===== src/sv/assert_macros.svh =====
// assertion macros used by the top level
`ifndef ASSERT_MACROS_SVH
`define ASSERT_MACROS_SVH

// same-cycle implication, clocked on clk, off during reset
`define RLRQ_ASSERT_NOW(lbl, ante, cons) \
	lbl: assert property (@(posedge clk) disable iff (!arst_n) (ante) |-> (cons)) \
		else $error("assertion failed");

// next-cycle implication
`define RLRQ_ASSERT_NEXT(lbl, ante, cons) \
	lbl: assert property (@(posedge clk) disable iff (!arst_n) (ante) |=> (cons)) \
		else $error("assertion failed");

`endif


===== src/sv/rlrq_pkg.sv =====
// types, codes and defaults of the rate limited receive queue
package rlrq_pkg;
	localparam int FIFO_DEPTH_DEF   = 16;
	localparam int BIND_ENTRIES_DEF = 16;

	localparam logic [1:0] OP_ARRIVE = 2'd0;
	localparam logic [1:0] OP_RXDONE = 2'd1;
	localparam logic [1:0] OP_BIND   = 2'd2;
	localparam logic [1:0] OP_UNBIND = 2'd3;

	localparam logic [2:0] KIND_BUFFERED  = 3'd0;
	localparam logic [2:0] KIND_DROP_FULL = 3'd1;
	localparam logic [2:0] KIND_DELIVERED = 3'd2;
	localparam logic [2:0] KIND_DROP_UNB  = 3'd3;
	localparam logic [2:0] KIND_CALLBACK  = 3'd4;
	localparam logic [2:0] KIND_BIND_OK   = 3'd5;
	localparam logic [2:0] KIND_BIND_FULL = 3'd6;
	localparam logic [2:0] KIND_UNBOUND   = 3'd7;

	localparam logic [1:0] REG_CAPACITY = 2'd0;
	localparam logic [1:0] REG_NS_BYTE  = 2'd1;
	localparam logic [1:0] REG_BATCH    = 2'd2;

	localparam logic [23:0] CAPACITY_RST = 24'd65536;
	localparam logic [35:0] NS_BYTE_RST  = 36'd524288;
	localparam logic [31:0] BATCH_RST    = 32'd10000;

	typedef struct packed {
		logic [1:0]  opcode;
		logic [15:0] packet_length;
		logic [31:0] dest_key;
		logic [63:0] now_ns;
	} in_item_t;

	typedef struct packed {
		logic [2:0]  kind;
		logic [31:0] out_key;
		logic [15:0] out_length;
		logic [47:0] delay_ns;
		logic        last;
	} result_t;

	typedef struct packed {
		logic [23:0] buffer_capacity_bytes;
		logic [35:0] ns_per_byte_q16;
		logic [31:0] batch_time_ns;
	} cfg_t;

	typedef struct packed {
		logic latch;
		logic arrive;
		logic intv;
		logic absorb;
		logic pop;
		logic read;
		logic mul;
		logic add;
		logic srch_start;
		logic srch_from_pkt;
		logic srch_step;
		logic srch_pkt;
		logic cb;
		logic flush;
	} cmd_t;

	typedef struct packed {
		logic arrive_ok;
		logic recv;
		logic can_pop;
		logic srch_last;
	} stat_t;
endpackage


===== src/sv/rate_limited_receive_queue.sv =====
// top level of the rate limited receive queue
//
// channel   signals                               beat taken when
// input     start, busy, in_item                  start && !busy
// result    result_valid, result                  result_valid (one cycle)
// config    psel, penable, pwrite, paddr, pwdata  psel && penable && pwrite
//
// bind and unbind scan the key table one entry a cycle, then flush. an
// arrival has its arrive step, then the flush or its drain pass; a receive
// done has an interval step and an absorb step, then its drain pass.
// a drain pass pops one packet at a time (fifo read, two step multiply,
// debt add, key scan) and ends with the last check, the callback and the
// flush. results trail by one beat and the receiver cannot stall them.
// reset is asynchronous; there is no clearing pass.
`include "assert_macros.svh"
module rate_limited_receive_queue #(
	parameter int FIFO_DEPTH   = rlrq_pkg::FIFO_DEPTH_DEF,
	parameter int BIND_ENTRIES = rlrq_pkg::BIND_ENTRIES_DEF
) (
	input  logic               clk,
	input  logic               arst_n,
	input  logic               start,
	output logic               busy,
	input  rlrq_pkg::in_item_t in_item,
	output logic               result_valid,
	output rlrq_pkg::result_t  result,
	input  logic               psel,
	input  logic               penable,
	input  logic               pwrite,
	input  logic [4:0]         paddr,
	input  logic [63:0]        pwdata,
	output logic [63:0]        prdata,
	output logic               pready
);
	import rlrq_pkg::*;

	cfg_t  cfg;
	cmd_t  cmd;
	stat_t stat;

	assign pready = 1'b1;

	rlrq_regs u_regs (
		.clk, .arst_n, .psel, .penable, .pwrite, .paddr, .pwdata, .prdata, .cfg
	);

	rlrq_ctrl u_ctrl (
		.clk, .arst_n, .start, .opcode(in_item.opcode), .stat, .cmd, .busy
	);

	rlrq_dp #(
		.FIFO_DEPTH(FIFO_DEPTH),
		.BIND_ENTRIES(BIND_ENTRIES)
	) u_dp (
		.clk, .arst_n, .cfg, .in_item, .cmd, .stat, .result, .result_valid
	);

	`RLRQ_ASSERT_NEXT(a_accept_busy, start && !busy, busy)
	`RLRQ_ASSERT_NOW(a_result_in_item, result_valid, $past(busy))
	`RLRQ_ASSERT_NOW(a_callback_delay, result_valid && result.kind == KIND_CALLBACK,
		result.delay_ns != 48'd0)
endmodule


===== src/sv/rlrq_regs.sv =====
// configuration registers behind the apb-style port
module rlrq_regs (
	input  logic             clk,
	input  logic             arst_n,
	input  logic             psel,
	input  logic             penable,
	input  logic             pwrite,
	input  logic [4:0]       paddr,
	input  logic [63:0]      pwdata,
	output logic [63:0]      prdata,
	output rlrq_pkg::cfg_t   cfg
);
	import rlrq_pkg::*;

	cfg_t cfg_q;
	logic wr;

	assign wr = psel & penable & pwrite;

	always_ff @(posedge clk or negedge arst_n) begin
		if (!arst_n) begin
			cfg_q.buffer_capacity_bytes <= CAPACITY_RST;
			cfg_q.ns_per_byte_q16       <= NS_BYTE_RST;
			cfg_q.batch_time_ns         <= BATCH_RST;
		end else if (wr) begin
			case (paddr[4:3])
				REG_CAPACITY: cfg_q.buffer_capacity_bytes <= pwdata[23:0];
				REG_NS_BYTE:  cfg_q.ns_per_byte_q16       <= pwdata[35:0];
				REG_BATCH:    cfg_q.batch_time_ns         <= pwdata[31:0];
				default: ;
			endcase
		end
	end

	always_comb begin
		case (paddr[4:3])
			REG_CAPACITY: prdata = {40'd0, cfg_q.buffer_capacity_bytes};
			REG_NS_BYTE:  prdata = {28'd0, cfg_q.ns_per_byte_q16};
			REG_BATCH:    prdata = {32'd0, cfg_q.batch_time_ns};
			default:      prdata = 64'd0;
		endcase
	end

	assign cfg = cfg_q;
endmodule


===== src/sv/rlrq_ctrl.sv =====
// sequencing state machine of the receive queue
module rlrq_ctrl (
	input  logic            clk,
	input  logic            arst_n,
	input  logic            start,
	input  logic [1:0]      opcode,
	input  rlrq_pkg::stat_t stat,
	output rlrq_pkg::cmd_t  cmd,
	output logic            busy
);
	import rlrq_pkg::*;

	typedef enum logic [11:0] {
		S_IDLE   = 12'b000000000001,
		S_ARRIVE = 12'b000000000010,
		S_INTV   = 12'b000000000100,
		S_ABSORB = 12'b000000001000,
		S_CHECK  = 12'b000000010000,
		S_READ   = 12'b000000100000,
		S_MUL    = 12'b000001000000,
		S_ADD    = 12'b000010000000,
		S_PSRCH  = 12'b000100000000,
		S_BSRCH  = 12'b001000000000,
		S_CB     = 12'b010000000000,
		S_FLUSH  = 12'b100000000000
	} state_t;

	state_t state_q, state_d;

	always_ff @(posedge clk or negedge arst_n) begin
		if (!arst_n) begin
			state_q <= S_IDLE;
		end else begin
			state_q <= state_d;
		end
	end

	always_comb begin
		cmd     = '0;
		state_d = state_q;
		case (state_q)
			S_IDLE: begin
				if (start) begin
					cmd.latch = 1'b1;
					case (opcode)
						OP_ARRIVE: state_d = S_ARRIVE;
						OP_RXDONE: state_d = S_INTV;
						default: begin
							cmd.srch_start = 1'b1;
							state_d = S_BSRCH;
						end
					endcase
				end
			end
			S_ARRIVE: begin
				cmd.arrive = 1'b1;
				state_d = (stat.arrive_ok && !stat.recv) ? S_CHECK : S_FLUSH;
			end
			S_INTV: begin
				cmd.intv = 1'b1;
				state_d = S_ABSORB;
			end
			S_ABSORB: begin
				cmd.absorb = 1'b1;
				state_d = S_CHECK;
			end
			S_CHECK: begin
				if (stat.can_pop) begin
					cmd.pop = 1'b1;
					state_d = S_READ;
				end else begin
					state_d = S_CB;
				end
			end
			S_READ: begin
				cmd.read          = 1'b1;
				cmd.srch_start    = 1'b1;
				cmd.srch_from_pkt = 1'b1;
				state_d = S_MUL;
			end
			S_MUL: begin
				cmd.mul = 1'b1;
				state_d = S_ADD;
			end
			S_ADD: begin
				cmd.add = 1'b1;
				state_d = S_PSRCH;
			end
			S_PSRCH: begin
				cmd.srch_step = 1'b1;
				cmd.srch_pkt  = 1'b1;
				if (stat.srch_last) state_d = S_CHECK;
			end
			S_BSRCH: begin
				cmd.srch_step = 1'b1;
				if (stat.srch_last) state_d = S_FLUSH;
			end
			S_CB: begin
				cmd.cb = 1'b1;
				state_d = S_FLUSH;
			end
			S_FLUSH: begin
				cmd.flush = 1'b1;
				state_d = S_IDLE;
			end
			default: state_d = S_IDLE;
		endcase
	end

	assign busy = (state_q != S_IDLE);
endmodule


===== src/sv/rlrq_dp.sv =====
// datapath: packet fifo, byte and debt accounting, key table, result staging
module rlrq_dp #(
	parameter int FIFO_DEPTH   = rlrq_pkg::FIFO_DEPTH_DEF,
	parameter int BIND_ENTRIES = rlrq_pkg::BIND_ENTRIES_DEF
) (
	input  logic               clk,
	input  logic               arst_n,
	input  rlrq_pkg::cfg_t     cfg,
	input  rlrq_pkg::in_item_t in_item,
	input  rlrq_pkg::cmd_t     cmd,
	output rlrq_pkg::stat_t    stat,
	output rlrq_pkg::result_t  result,
	output logic               result_valid
);
	import rlrq_pkg::*;

	localparam int FW = $clog2(FIFO_DEPTH);
	localparam int CW = FW + 1;
	localparam int IW = (BIND_ENTRIES > 1) ? $clog2(BIND_ENTRIES) : 1;

	typedef struct packed {
		logic [31:0] key;
		logic [15:0] len;
	} ent_t;

	ent_t        mem [FIFO_DEPTH];
	ent_t        rd_q;
	in_item_t    in_q;
	logic [FW-1:0] head_q;
	logic [CW-1:0] count_q;
	logic [23:0] used_q;
	logic [63:0] debt_q;
	logic [63:0] last_time_q;
	logic [63:0] intv_q;
	logic        recv_q;
	logic [33:0] plo_s1, phi_s1;
	logic [51:0] charge_q;

	logic [BIND_ENTRIES-1:0] bvalid_q;
	logic [31:0] bkey_q [BIND_ENTRIES];
	logic [31:0] skey_q;
	logic [IW-1:0] idx_q, fidx_q, fridx_q;
	logic        found_q, free_q;

	result_t     pend_q, res_q, rnew;
	logic        pend_v_q, res_v_q, emit;

	logic [23:0] space;
	logic [CW-1:0] tail_sum;
	logic [FW-1:0] tail;
	logic        match, free_here, f_any, fr_any;
	logic [IW-1:0] f_idx, fr_idx;
	logic [64:0] dsum;
	logic [63:0] dsub;

	assign space    = (cfg.buffer_capacity_bytes > used_q) ?
	                  cfg.buffer_capacity_bytes - used_q : 24'd0;
	assign tail_sum = {1'b0, head_q} + count_q;
	assign tail     = (tail_sum >= CW'(FIFO_DEPTH)) ?
	                  FW'(tail_sum - CW'(FIFO_DEPTH)) : tail_sum[FW-1:0];

	assign stat.arrive_ok = ({8'd0, in_q.packet_length} <= space) &&
	                        (count_q < CW'(FIFO_DEPTH));
	assign stat.recv      = recv_q;
	assign stat.can_pop   = (count_q != '0) &&
	                        (debt_q <= {16'd0, cfg.batch_time_ns, 16'd0});
	assign stat.srch_last = (idx_q == IW'(BIND_ENTRIES - 1));

	// one table entry examined per cycle
	assign match     = bvalid_q[idx_q] && (bkey_q[idx_q] == skey_q);
	assign free_here = !bvalid_q[idx_q];
	assign f_any     = found_q | match;
	assign f_idx     = found_q ? fidx_q : idx_q;
	assign fr_any    = free_q | free_here;
	assign fr_idx    = free_q ? fridx_q : idx_q;

	assign dsum = {1'b0, debt_q} + {13'd0, charge_q};
	assign dsub = {intv_q[47:0], 16'd0};

	// new result of this cycle
	always_comb begin
		emit = 1'b0;
		rnew = '0;
		if (cmd.arrive) begin
			emit = 1'b1;
			rnew.kind       = stat.arrive_ok ? KIND_BUFFERED : KIND_DROP_FULL;
			rnew.out_key    = in_q.dest_key;
			rnew.out_length = in_q.packet_length;
		end else if (cmd.srch_step && stat.srch_last) begin
			emit = 1'b1;
			rnew.out_key = skey_q;
			if (cmd.srch_pkt) begin
				rnew.kind       = f_any ? KIND_DELIVERED : KIND_DROP_UNB;
				rnew.out_length = rd_q.len;
			end else if (in_q.opcode == OP_BIND) begin
				rnew.kind = (f_any || fr_any) ? KIND_BIND_OK : KIND_BIND_FULL;
			end else begin
				rnew.kind = KIND_UNBOUND;
			end
		end else if (cmd.cb && (debt_q[63:16] != 48'd0)) begin
			emit = 1'b1;
			rnew.kind     = KIND_CALLBACK;
			rnew.delay_ns = debt_q[63:16];
		end
	end

	always_ff @(posedge clk) begin
		if (cmd.latch) in_q <= in_item;
		if (cmd.arrive && stat.arrive_ok) begin
			mem[tail] <= '{key: in_q.dest_key, len: in_q.packet_length};
		end
		if (cmd.pop) rd_q <= mem[head_q];
		if (cmd.read) begin
			plo_s1 <= rd_q.len * cfg.ns_per_byte_q16[17:0];
			phi_s1 <= rd_q.len * cfg.ns_per_byte_q16[35:18];
		end
		if (cmd.mul) charge_q <= {18'd0, plo_s1} + {phi_s1, 18'd0};
		if (cmd.intv) intv_q <= in_q.now_ns - last_time_q;
		if (cmd.srch_start) skey_q <= cmd.srch_from_pkt ? rd_q.key : in_item.dest_key;
		if (cmd.srch_step) begin
			if (!found_q && match) fidx_q <= idx_q;
			if (!free_q && free_here) fridx_q <= idx_q;
		end
		if (cmd.srch_step && stat.srch_last && !cmd.srch_pkt &&
		    in_q.opcode == OP_BIND && !f_any && fr_any) begin
			bkey_q[fr_idx] <= skey_q;
		end
		if (emit) pend_q <= rnew;
		if (emit && pend_v_q) res_q <= '{kind: pend_q.kind, out_key: pend_q.out_key,
			out_length: pend_q.out_length, delay_ns: pend_q.delay_ns, last: 1'b0};
		else if (cmd.flush && pend_v_q) res_q <= '{kind: pend_q.kind,
			out_key: pend_q.out_key, out_length: pend_q.out_length,
			delay_ns: pend_q.delay_ns, last: 1'b1};
	end

	always_ff @(posedge clk or negedge arst_n) begin
		if (!arst_n) begin
			head_q      <= '0;
			count_q     <= '0;
			used_q      <= '0;
			debt_q      <= '0;
			last_time_q <= '0;
			recv_q      <= 1'b0;
			bvalid_q    <= '0;
			idx_q       <= '0;
			found_q     <= 1'b0;
			free_q      <= 1'b0;
			pend_v_q    <= 1'b0;
			res_v_q     <= 1'b0;
		end else begin
			if (cmd.arrive && stat.arrive_ok) begin
				count_q <= count_q + 1'b1;
				used_q  <= used_q + {8'd0, in_q.packet_length};
			end
			if (cmd.pop) begin
				head_q  <= (head_q == FW'(FIFO_DEPTH - 1)) ? '0 : head_q + 1'b1;
				count_q <= count_q - 1'b1;
			end
			if (cmd.read) begin
				used_q <= (used_q >= {8'd0, rd_q.len}) ? used_q - {8'd0, rd_q.len} : 24'd0;
			end
			if (cmd.add) debt_q <= dsum[64] ? {64{1'b1}} : dsum[63:0];
			if (cmd.intv) begin
				last_time_q <= in_q.now_ns;
				recv_q      <= 1'b0;
			end
			// an interval of 2^48 ns or more clears the debt
			if (cmd.absorb && intv_q != 64'd0) begin
				if (intv_q[63:48] != 16'd0) debt_q <= '0;
				else debt_q <= (debt_q > dsub) ? debt_q - dsub : 64'd0;
			end
			if (cmd.cb && (debt_q[63:16] != 48'd0)) recv_q <= 1'b1;
			if (cmd.srch_start) begin
				idx_q   <= '0;
				found_q <= 1'b0;
				free_q  <= 1'b0;
			end else if (cmd.srch_step) begin
				idx_q   <= idx_q + 1'b1;
				found_q <= f_any;
				free_q  <= fr_any;
			end
			if (cmd.srch_step && stat.srch_last && !cmd.srch_pkt) begin
				if (in_q.opcode == OP_BIND) begin
					if (!f_any && fr_any) bvalid_q[fr_idx] <= 1'b1;
				end else if (f_any) begin
					bvalid_q[f_idx] <= 1'b0;
				end
			end
			// one result held back so the final beat can carry last
			res_v_q <= (emit || cmd.flush) && pend_v_q;
			if (emit) pend_v_q <= 1'b1;
			else if (cmd.flush) pend_v_q <= 1'b0;
		end
	end

	assign result       = res_q;
	assign result_valid = res_v_q;
endmodule

===== config.mk =====
export PLATFORM = sky130hd
export DESIGN_NAME = rate_limited_receive_queue
export DESIGN_NICKNAME = d
export VERILOG_FILES = /design/src/sv/rlrq_pkg.sv /design/src/sv/rate_limited_receive_queue.sv /design/src/sv/rlrq_regs.sv /design/src/sv/rlrq_ctrl.sv /design/src/sv/rlrq_dp.sv
export VERILOG_INCLUDE_DIRS = /design/src /design/src/sv
export SDC_FILE = /design/constraint.sdc
export NUM_CORES = 2
export LEC_CHECK = 0
export BUFFER_PORTS_ARGS = -buffer_cell sky130_fd_sc_hd__buf_2
export CAP_MARGIN = 5
export CORE_AREA = 3 3 577 579
export DETAILED_ROUTE_END_ITERATION = 12
export DIE_AREA = 0 0 580 582
export GPL_TIMING_DRIVEN = 0
export PLACE_DENSITY = 0.56
export SYNTH_ARGS = -nofsm -noshare
export SYNTH_HDL_FRONTEND = slang
export SYNTH_HIERARCHICAL = 1
export SYNTH_SLANG_ARGS = --single-unit

===== constraint.sdc =====
create_clock -name clk -period 10.5 [get_ports clk]
set_input_delay 1.575 -clock clk [delete_from_list [all_inputs] [get_ports clk]]
set_output_delay 1.575 -clock clk [all_outputs]
set_load 0.005 [all_outputs]

=== Word-level counts from Yosys, hierarchy flattened ===
Memories as Yosys holds them, arrays and structs flattened. A register that Yosys moved wholly into a read port is not among the register bits.
Cells that the tools add are included.

* Memories kept: 2
* Latch bits: 0
* Bits of input ports: 189
* Word-level logic and storage cells: 228
* Register bits: 827
* RAM bits: 1280
* Output and inout port bits: 167
* Memory bits (read-only): 0

* Bitwise operators: 8
* Multiply operators: 2
* Add/subtract/negate cells: 13
* Reductions and logical operators: 52
* Shift-type cells: 0
* $lt $le $gt $ge: 12
* Eq/ne operators: 24
* Multiplexer cells: 79
* Divide/modulo/power cells: 0

{| class="wikitable"
|+ Memories
! name !! depth !! bits a word !! read ports !! clocked after memory_dff !! write ports !! line !! text
|-
| u_dp.mem || 16 || 48 || 1 || 1 || 1 || rlrq_dp.sv:26 || <nowiki>ent_t mem [FIFO_DEPTH];</nowiki>
|-
| u_dp.bkey_q || 16 || 32 || 1 || 0 || 1 || rlrq_dp.sv:40 || <nowiki>logic [31:0] bkey_q [BIND_ENTRIES];</nowiki>
|}

{| class="wikitable"
|+ Operator list
! operator !! count
|-
| $mux W64 || 5
|-
| $mux W100 || 2
|-
| $pmux W12 S11 || 1
|-
| $sub A64 B64 Y64 || 2
|-
| $pmux W36 S3 || 1
|-
| $mux W24 || 4
|-
| $mul A16 B18 Y34 || 2
|-
| $add A64 B52 Y65 || 1
|-
| $gt A64 B64 Y1 || 1
|-
| $le A64 B48 Y1 || 1
|-
| $mux W16 || 4
|-
| $reduce_bool A64 Y1 || 1
|-
| $add A34 B52 Y52 || 1
|-
| $mux W51 || 1
|-
| $mux W12 || 4
|-
| $mux W48 || 1
|-
| $reduce_bool A48 Y1 || 1
|-
| $mux W1 || 36
|-
| $eq A32 B32 Y1 || 1
|-
| $mux W32 || 1
|-
| $add A24 B16 Y24 || 1
|-
| $ge A24 B16 Y1 || 1
|-
| $gt A24 B24 Y1 || 1
|-
| $le A16 B24 Y1 || 1
|-
| other kinds (55) || 115
|}

=== Logic depth before layout (Yosys ltp) ===
* Depth in word-level cells: 10
* Depth in mapped cells: 27

=== Cells and area by module ===
Netlist, hierarchy kept.

{| class="wikitable"
|+ Modules (own cells, without submodules)
! module !! instances !! area an instance (sq um) !! cells an instance
|-
| rlrq_dp || 1 || 109437.5 || 7910
|-
| rlrq_regs || 1 || 4433.0 || 324
|-
| rlrq_ctrl || 1 || 785.8 || 84
|-
| rate_limited_receive_queue || 1 || 11.3 || 2
|}

=== Worst setup path after synthesis ===
Ideal clock, no wire load.

* Kind: reg2reg
* Start: register u_regs.cfg_q (netlist bit u_regs/cfg[68])
* End: memory u_dp/mem[12][0] (netlist name), enable pin
* Arrival: 8.831 ns
* Period minus slack after synthesis: 9.404 ns
* Slack: 1.096 ns
* Stages on the path, launching flop included: 24
* Cell sequence: dfrtp_1 inv_1 ha_1 inv_1 fa_1 a211oi_1 o21a_1 o21ai_4 a32o_1 a21oi_1 o31ai_1 o41a_1 clkbuf_1 nand2_1 ha_1 a21o_1 a21o_1 a21oi_1 o21ai_0 o21ai_0 o211a_1 buf_2 nand2_1 nor4_1

* Word-level cells in the longest chain between the ends: 7
* Elaborated cells on any way between the ends: 8

{| class="wikitable"
|+ RTL lines
! what !! line !! text
|-
| from (decl) || rlrq_regs.sv:15 || <nowiki>cfg_t cfg_q;</nowiki>
|-
| $sub A24 B24 Y24 or $gt A24 B24 Y1 (tied branches) || rlrq_dp.sv:57, rlrq_dp.sv:56 ||
|-
| $mux W24 (*) || rlrq_dp.sv:56 || <nowiki>assign space = (cfg.buffer_capacity_bytes > used_q) ?</nowiki>
|-
| $le A16 B24 Y1 (*) || rlrq_dp.sv:62 || <nowiki>assign stat.arrive_ok = ({8'd0, in_q.packet_length} <= space) &&</nowiki>
|-
| $logic_and A1 B1 Y1 (*) || rlrq_dp.sv:62 ||
|-
| $logic_and A1 B1 Y1 (*) || rlrq_dp.sv:109 || <nowiki>if (cmd.arrive && stat.arrive_ok) begin</nowiki>
|-
| $mux W1 (*) || rlrq_dp.sv:109 ||
|-
| $mux W1 (implied by the code) (*) || rlrq_dp.sv:110 || <nowiki>mem[tail] <= '{key: in_q.dest_key, len: in_q.packet_length};</nowiki>
|-
| to (decl) || rlrq_dp.sv:26 ||
|}

Every way passes the cells marked *; elsewhere a longest branch is shown, timed or not.

=== Final worst setup path ===
* Start: register, netlist name u_dp/rd_q[8]
* End: register u_dp.plo_s1[32] (data pin)

* Word-level cells in the longest chain between the ends: 1

{| class="wikitable"
|+ RTL lines
! what !! line !! text
|-
| $mul A16 B18 Y34 || rlrq_dp.sv:114 || <nowiki>plo_s1 <= rd_q.len * cfg.ns_per_byte_q16[17:0];</nowiki>
|-
| to (signal assigned) || rlrq_dp.sv:114 ||
|-
| to (decl) || rlrq_dp.sv:36 || <nowiki>logic [33:0] plo_s1, phi_s1;</nowiki>
|}

Every way passes these cells.
A chain may end at the register's enable or synchronous reset.

==> metrics <==
final std cell area, no fill=131600 µm²; endpoint type of the worst setup path=flop; share of async-settable or async-resettable flops after synthesis=13.46%; gp weighted congestion=between 0.9 and 1; worst path bufs/invs=7; Die Y-Extent=around 580 µm; count of state elements after synthesis=2155; per-cell via count in the routed design=5.280; post-route fraction of the period consumed by the critical path=89.34%; number of iterations in the first detailed-routing pass=6; total power after layout=41.95 mW; area post-placement=124300 µm²; worst hold path cell count=0; compound-cell area share of the yosys netlist=7.110%; xor and xnor area share after synthesis=between 2 and 2.5%; predominant post-synthesis flop cell=sky130_fd_sc_hd__edfxtp_1; end of the worst hold path=u_dp/charge_q[5]$_DFFE_PP_; overflow left after global routing=0; # IOs=356; Post-DRT Antenna Nets=0; worst voltage drop across the vdd grid=around 0.62 mV; starting utilization of the core area=35.00%; CTS H-Tree Depth=4; setup repair after global routing missed its margin=false; worst r2r src=u_dp/rd_q[8]$_DFFE_PP_; total clock buffers created by CTS=between 200 and 250; antenna violations before repair=35; Root Buffer Master=sky130_fd_sc_hd__clkbuf_16; switching part of the total power=41.69%; critical path class=flop to flop; startpoint type of the worst setup path=flop; post-synthesis cell count=8320; leakage component of the power=~50 nW; number of distinct library cell variants in the gate-level netlist after synthesis=94; number of buffers inserted to repair setup after CTS=0; kind of cell adding the most delay to the critical path=adder cells; combinational family with the most area after synthesis=adder cells; share of the yosys chip area belonging to registers=around 55%; post-layout util=40.17%; beginning of the worst hold path=u_dp/plo_s1[5]$_DFFE_PP_; relative contribution of combinational cells to total power=52.2%; maximum achievable frequency=between 100 and 150 MHz; Reg2Reg Capture Point=u_dp/plo_s1[32]$_DFFE_PP_; Setup Skew=118.5 ps; syn avg cell area=13.78 µm²; transition at the pin with the smallest max-transition slack=roughly 1400 ps; synth-to-layout area growth=14.80%; largest area contributor in the synthesized netlist=sky130_fd_sc_hd__edfxtp_1; area of the mapped netlist=114700 µm²; number of buffers added on ports=295; Final Hold Viols=0; DRC violation count after routing=0; average wire per standard cell=between 20 and 30 µm; max-slew violation count=0; worst setup slack for register-to-register paths=around 1100 ps; via count of the first global-routing pass=73570; fraction of the mapped netlist area in simple logic gates=between 8 and 9%; Final WS setup=1119 ps; synth warn=6; cell internal pwr=24.46 mW; final worst path period need=9381 ps; fraction of layout cells with a size suffix above 1=16.05%; violation count after the first detailed-route iteration=6123; width of the die=just under 600 µm; placed wire-length estimate after detailed placement=roughly 260000 µm; total of max-cap violations=0; clock power share=19.0%; slowest library cell on the worst path=sky130_fd_sc_hd__clkbuf_1; net count reported at finish=10200; Placement Setup Slack=1501 ps; Worst slew margin=~8.3%; CTS resizes=0; post-synthesis mux area share=9.583%; most numerous cell on the critical path=sky130_fd_sc_hd__fa_1; maximum number of pins on one net before global-route repair=120; GRT Resource Usage Total=20.15%; data required time of the critical path=11060 ps; detailed-route via count=71780; Max stage delay on crit path=1030 ps; Clock Latency Late Sink=~930 ps; Hold-fix buffers, CTS=0; wire length of the first global-routing pass=506300 µm; cells taking the most area after synthesis=sky130_fd_sc_hd__edfxtp_1 (49%), sky130_fd_sc_hd__fa_1 (7.9%), sky130_fd_sc_hd__mux4_2 (7.9%); status=finished clean; total setup violations reported at the end of the flow=0; clk slew on worst S/H paths=around 70 ps; Core Rows=210; adder-cell area share of the yosys netlist=13.40%; ratio of total power to cell area=approximately 320 nW/µm²; Total Die Area=337600 µm²; r2r worst-path depth=26; TritonCTS clock tree=yes; CTS Buffer Depth=4; power spent charging and discharging nets=17.49 mW; wire length after detailed routing=~350000 µm; type of the tightest min-delay check=flop to flop; Worst EP arrival=9940 ps; share of the synthesized area in the top cell type=48.81%; Core Area=327700 µm²; Flop pwr share=28.8%; biggest fanout along the worst timing path=10; CTS sink cnt=2155; number of synthesized flops with an enable pin=1864
[sequential cells by signal, summed over array words and instances, names as in the netlist, 4 cells and up]
name,count
u_dp/debt_q,64
u_ctrl/state_q,12
u_dp/skey_q,32
u_dp/mem,768
u_dp/fridx_q,4
u_dp/bvalid_q,16
u_dp/bkey_q,512
u_dp/count_q,5
u_dp/in_q,114
u_dp/fidx_q,4
u_dp/last_time_q,64
u_dp/used_q,24
u_regs/cfg,92
u_dp/rd_q,48
u_dp/result,100
u_dp/phi_s1,34
u_dp/head_q,4
u_dp/charge_q,52
u_dp/intv_q,64
u_dp/pend_q,99
u_dp/plo_s1,34
u_dp/idx_q,4
[power groups by stage]
stage / combinational, mW / sequential [mW] / clock (mW)
final: 21.9 / 12.1 / 7.96
after global routing: 24.6 / 12.2 / 8.50
after floorplan: 15.4 / 11.6 / 0
after global placement: 21.3 / 12.3 / 0
after detailed placement: 21.5 / 12.3 / 0
after CTS: 21.7 / 12.1 / 8.17
[placed cells by master (no fill, tap or decap), drive strengths merged, types with 47 or more instances in the layout]
cell,count
a21o,148
a21oi,354
a22o,56
a31oi,47
and2,442
buf,578
clkbuf,548
clkinv,88
dfrtp,282
edfxtp,1864
fa,453
ha,503
inv,766
mux2,128
mux4,402
nand2,647
nand2b,63
nand3,66
nand4,75
nor2,299
nor3,96
nor4,60
o21a,56
o21ai,307
o21bai,57
xnor2,207
xor2,114
[cell type report]
| cell class | instances | area, µm² |
|---|---|---|
| Inverter | 760 | 2858 |
| Buffer | 369 | 1658 |
| Multi-Input combinational cell | 5063 | 47250 |
| Tap cell | 4346 | 5438 |
| Clock buffer | 286 | 6092 |
| Clock inverter | 130 | 1220 |
| Timing Repair Buffer | 471 | 3822 |
| Sequential cell | 2155 | 63260 |
| Fill cell | 30180 | 196000 |
| Antenna cell | 16 | 40.04 |
[kinds of logic (layout without fill, tap and decap cells)]
logic type | Yosys count | count (layout)
AOI/OAI and AO/OA | 1273 | 1273
xor gates and xnor gates | 321 | 321
adders and majority gates | 956 | 956
buffers and inverters | 1129 | 2016
DFF | 2155 | 2155
muxes | 568 | 568
other | 2 | 45
and+or+nand+nor | 1916 | 1916
[how the worst max path moves through the flow]
stage,to,cells after the start,slack [ps],from
after floorplan,u_dp/mem[12][0]$_DFFE_PP_,23,1100,u_regs/cfg[68]$_DFFE_PN0P_
after global placement,u_dp/mem[8][21]$_DFFE_PP_,23,-6960,u_regs/cfg[68]$_DFFE_PN0P_
after detailed placement,u_dp/plo_s1[33]$_DFFE_PP_,27,1500,u_dp/rd_q[8]$_DFFE_PP_
after CTS,u_dp/plo_s1[33]$_DFFE_PP_,27,1360,u_dp/rd_q[8]$_DFFE_PP_
after global routing,u_dp/plo_s1[33]$_DFFE_PP_,27,870,u_dp/rd_q[8]$_DFFE_PP_
final,u_dp/plo_s1[32]$_DFFE_PP_,26,1120,u_dp/rd_q[8]$_DFFE_PP_
[layer usage]
layer  global-route usage, %  vias to the layer above  part of all wire (%)
met5                       0                        -                 0.036
met4                   6.849                       20                   3.6
met3                   3.084                      528                   6.1
met2                   33.12                     2392                    47
met1                   27.23                    37060                    43
li1                        -                    31790                     -
[Yosys cell counts, drive strengths merged (96+ instances only)]
| cell type | n |
|---|---|
| and2 | 442 |
| buf | 107 |
| nor2 | 299 |
| xnor2 | 207 |
| edfxtp | 1864 |
| nor3 | 96 |
| inv | 760 |
| o21ai | 307 |
| mux2 | 128 |
| a21oi | 354 |
| clkbuf | 262 |
| mux4 | 402 |
| nand2 | 647 |
| ha | 503 |
| xor2 | 114 |
| dfrtp | 282 |
| fa | 453 |
| a21o | 148 |
[through the flow]
stage               setup TNS, ps  cells  hold slack (ps)
finish                          0  13600            407.5
global placement         -3667490  12990            404.4
detailed placement              0  13160            404.5
CTS                             0  13580            401.9
global route                    0  13580            411.5
floorplan                       0   8347            400.3
Power figures use the tool's default switching activity.
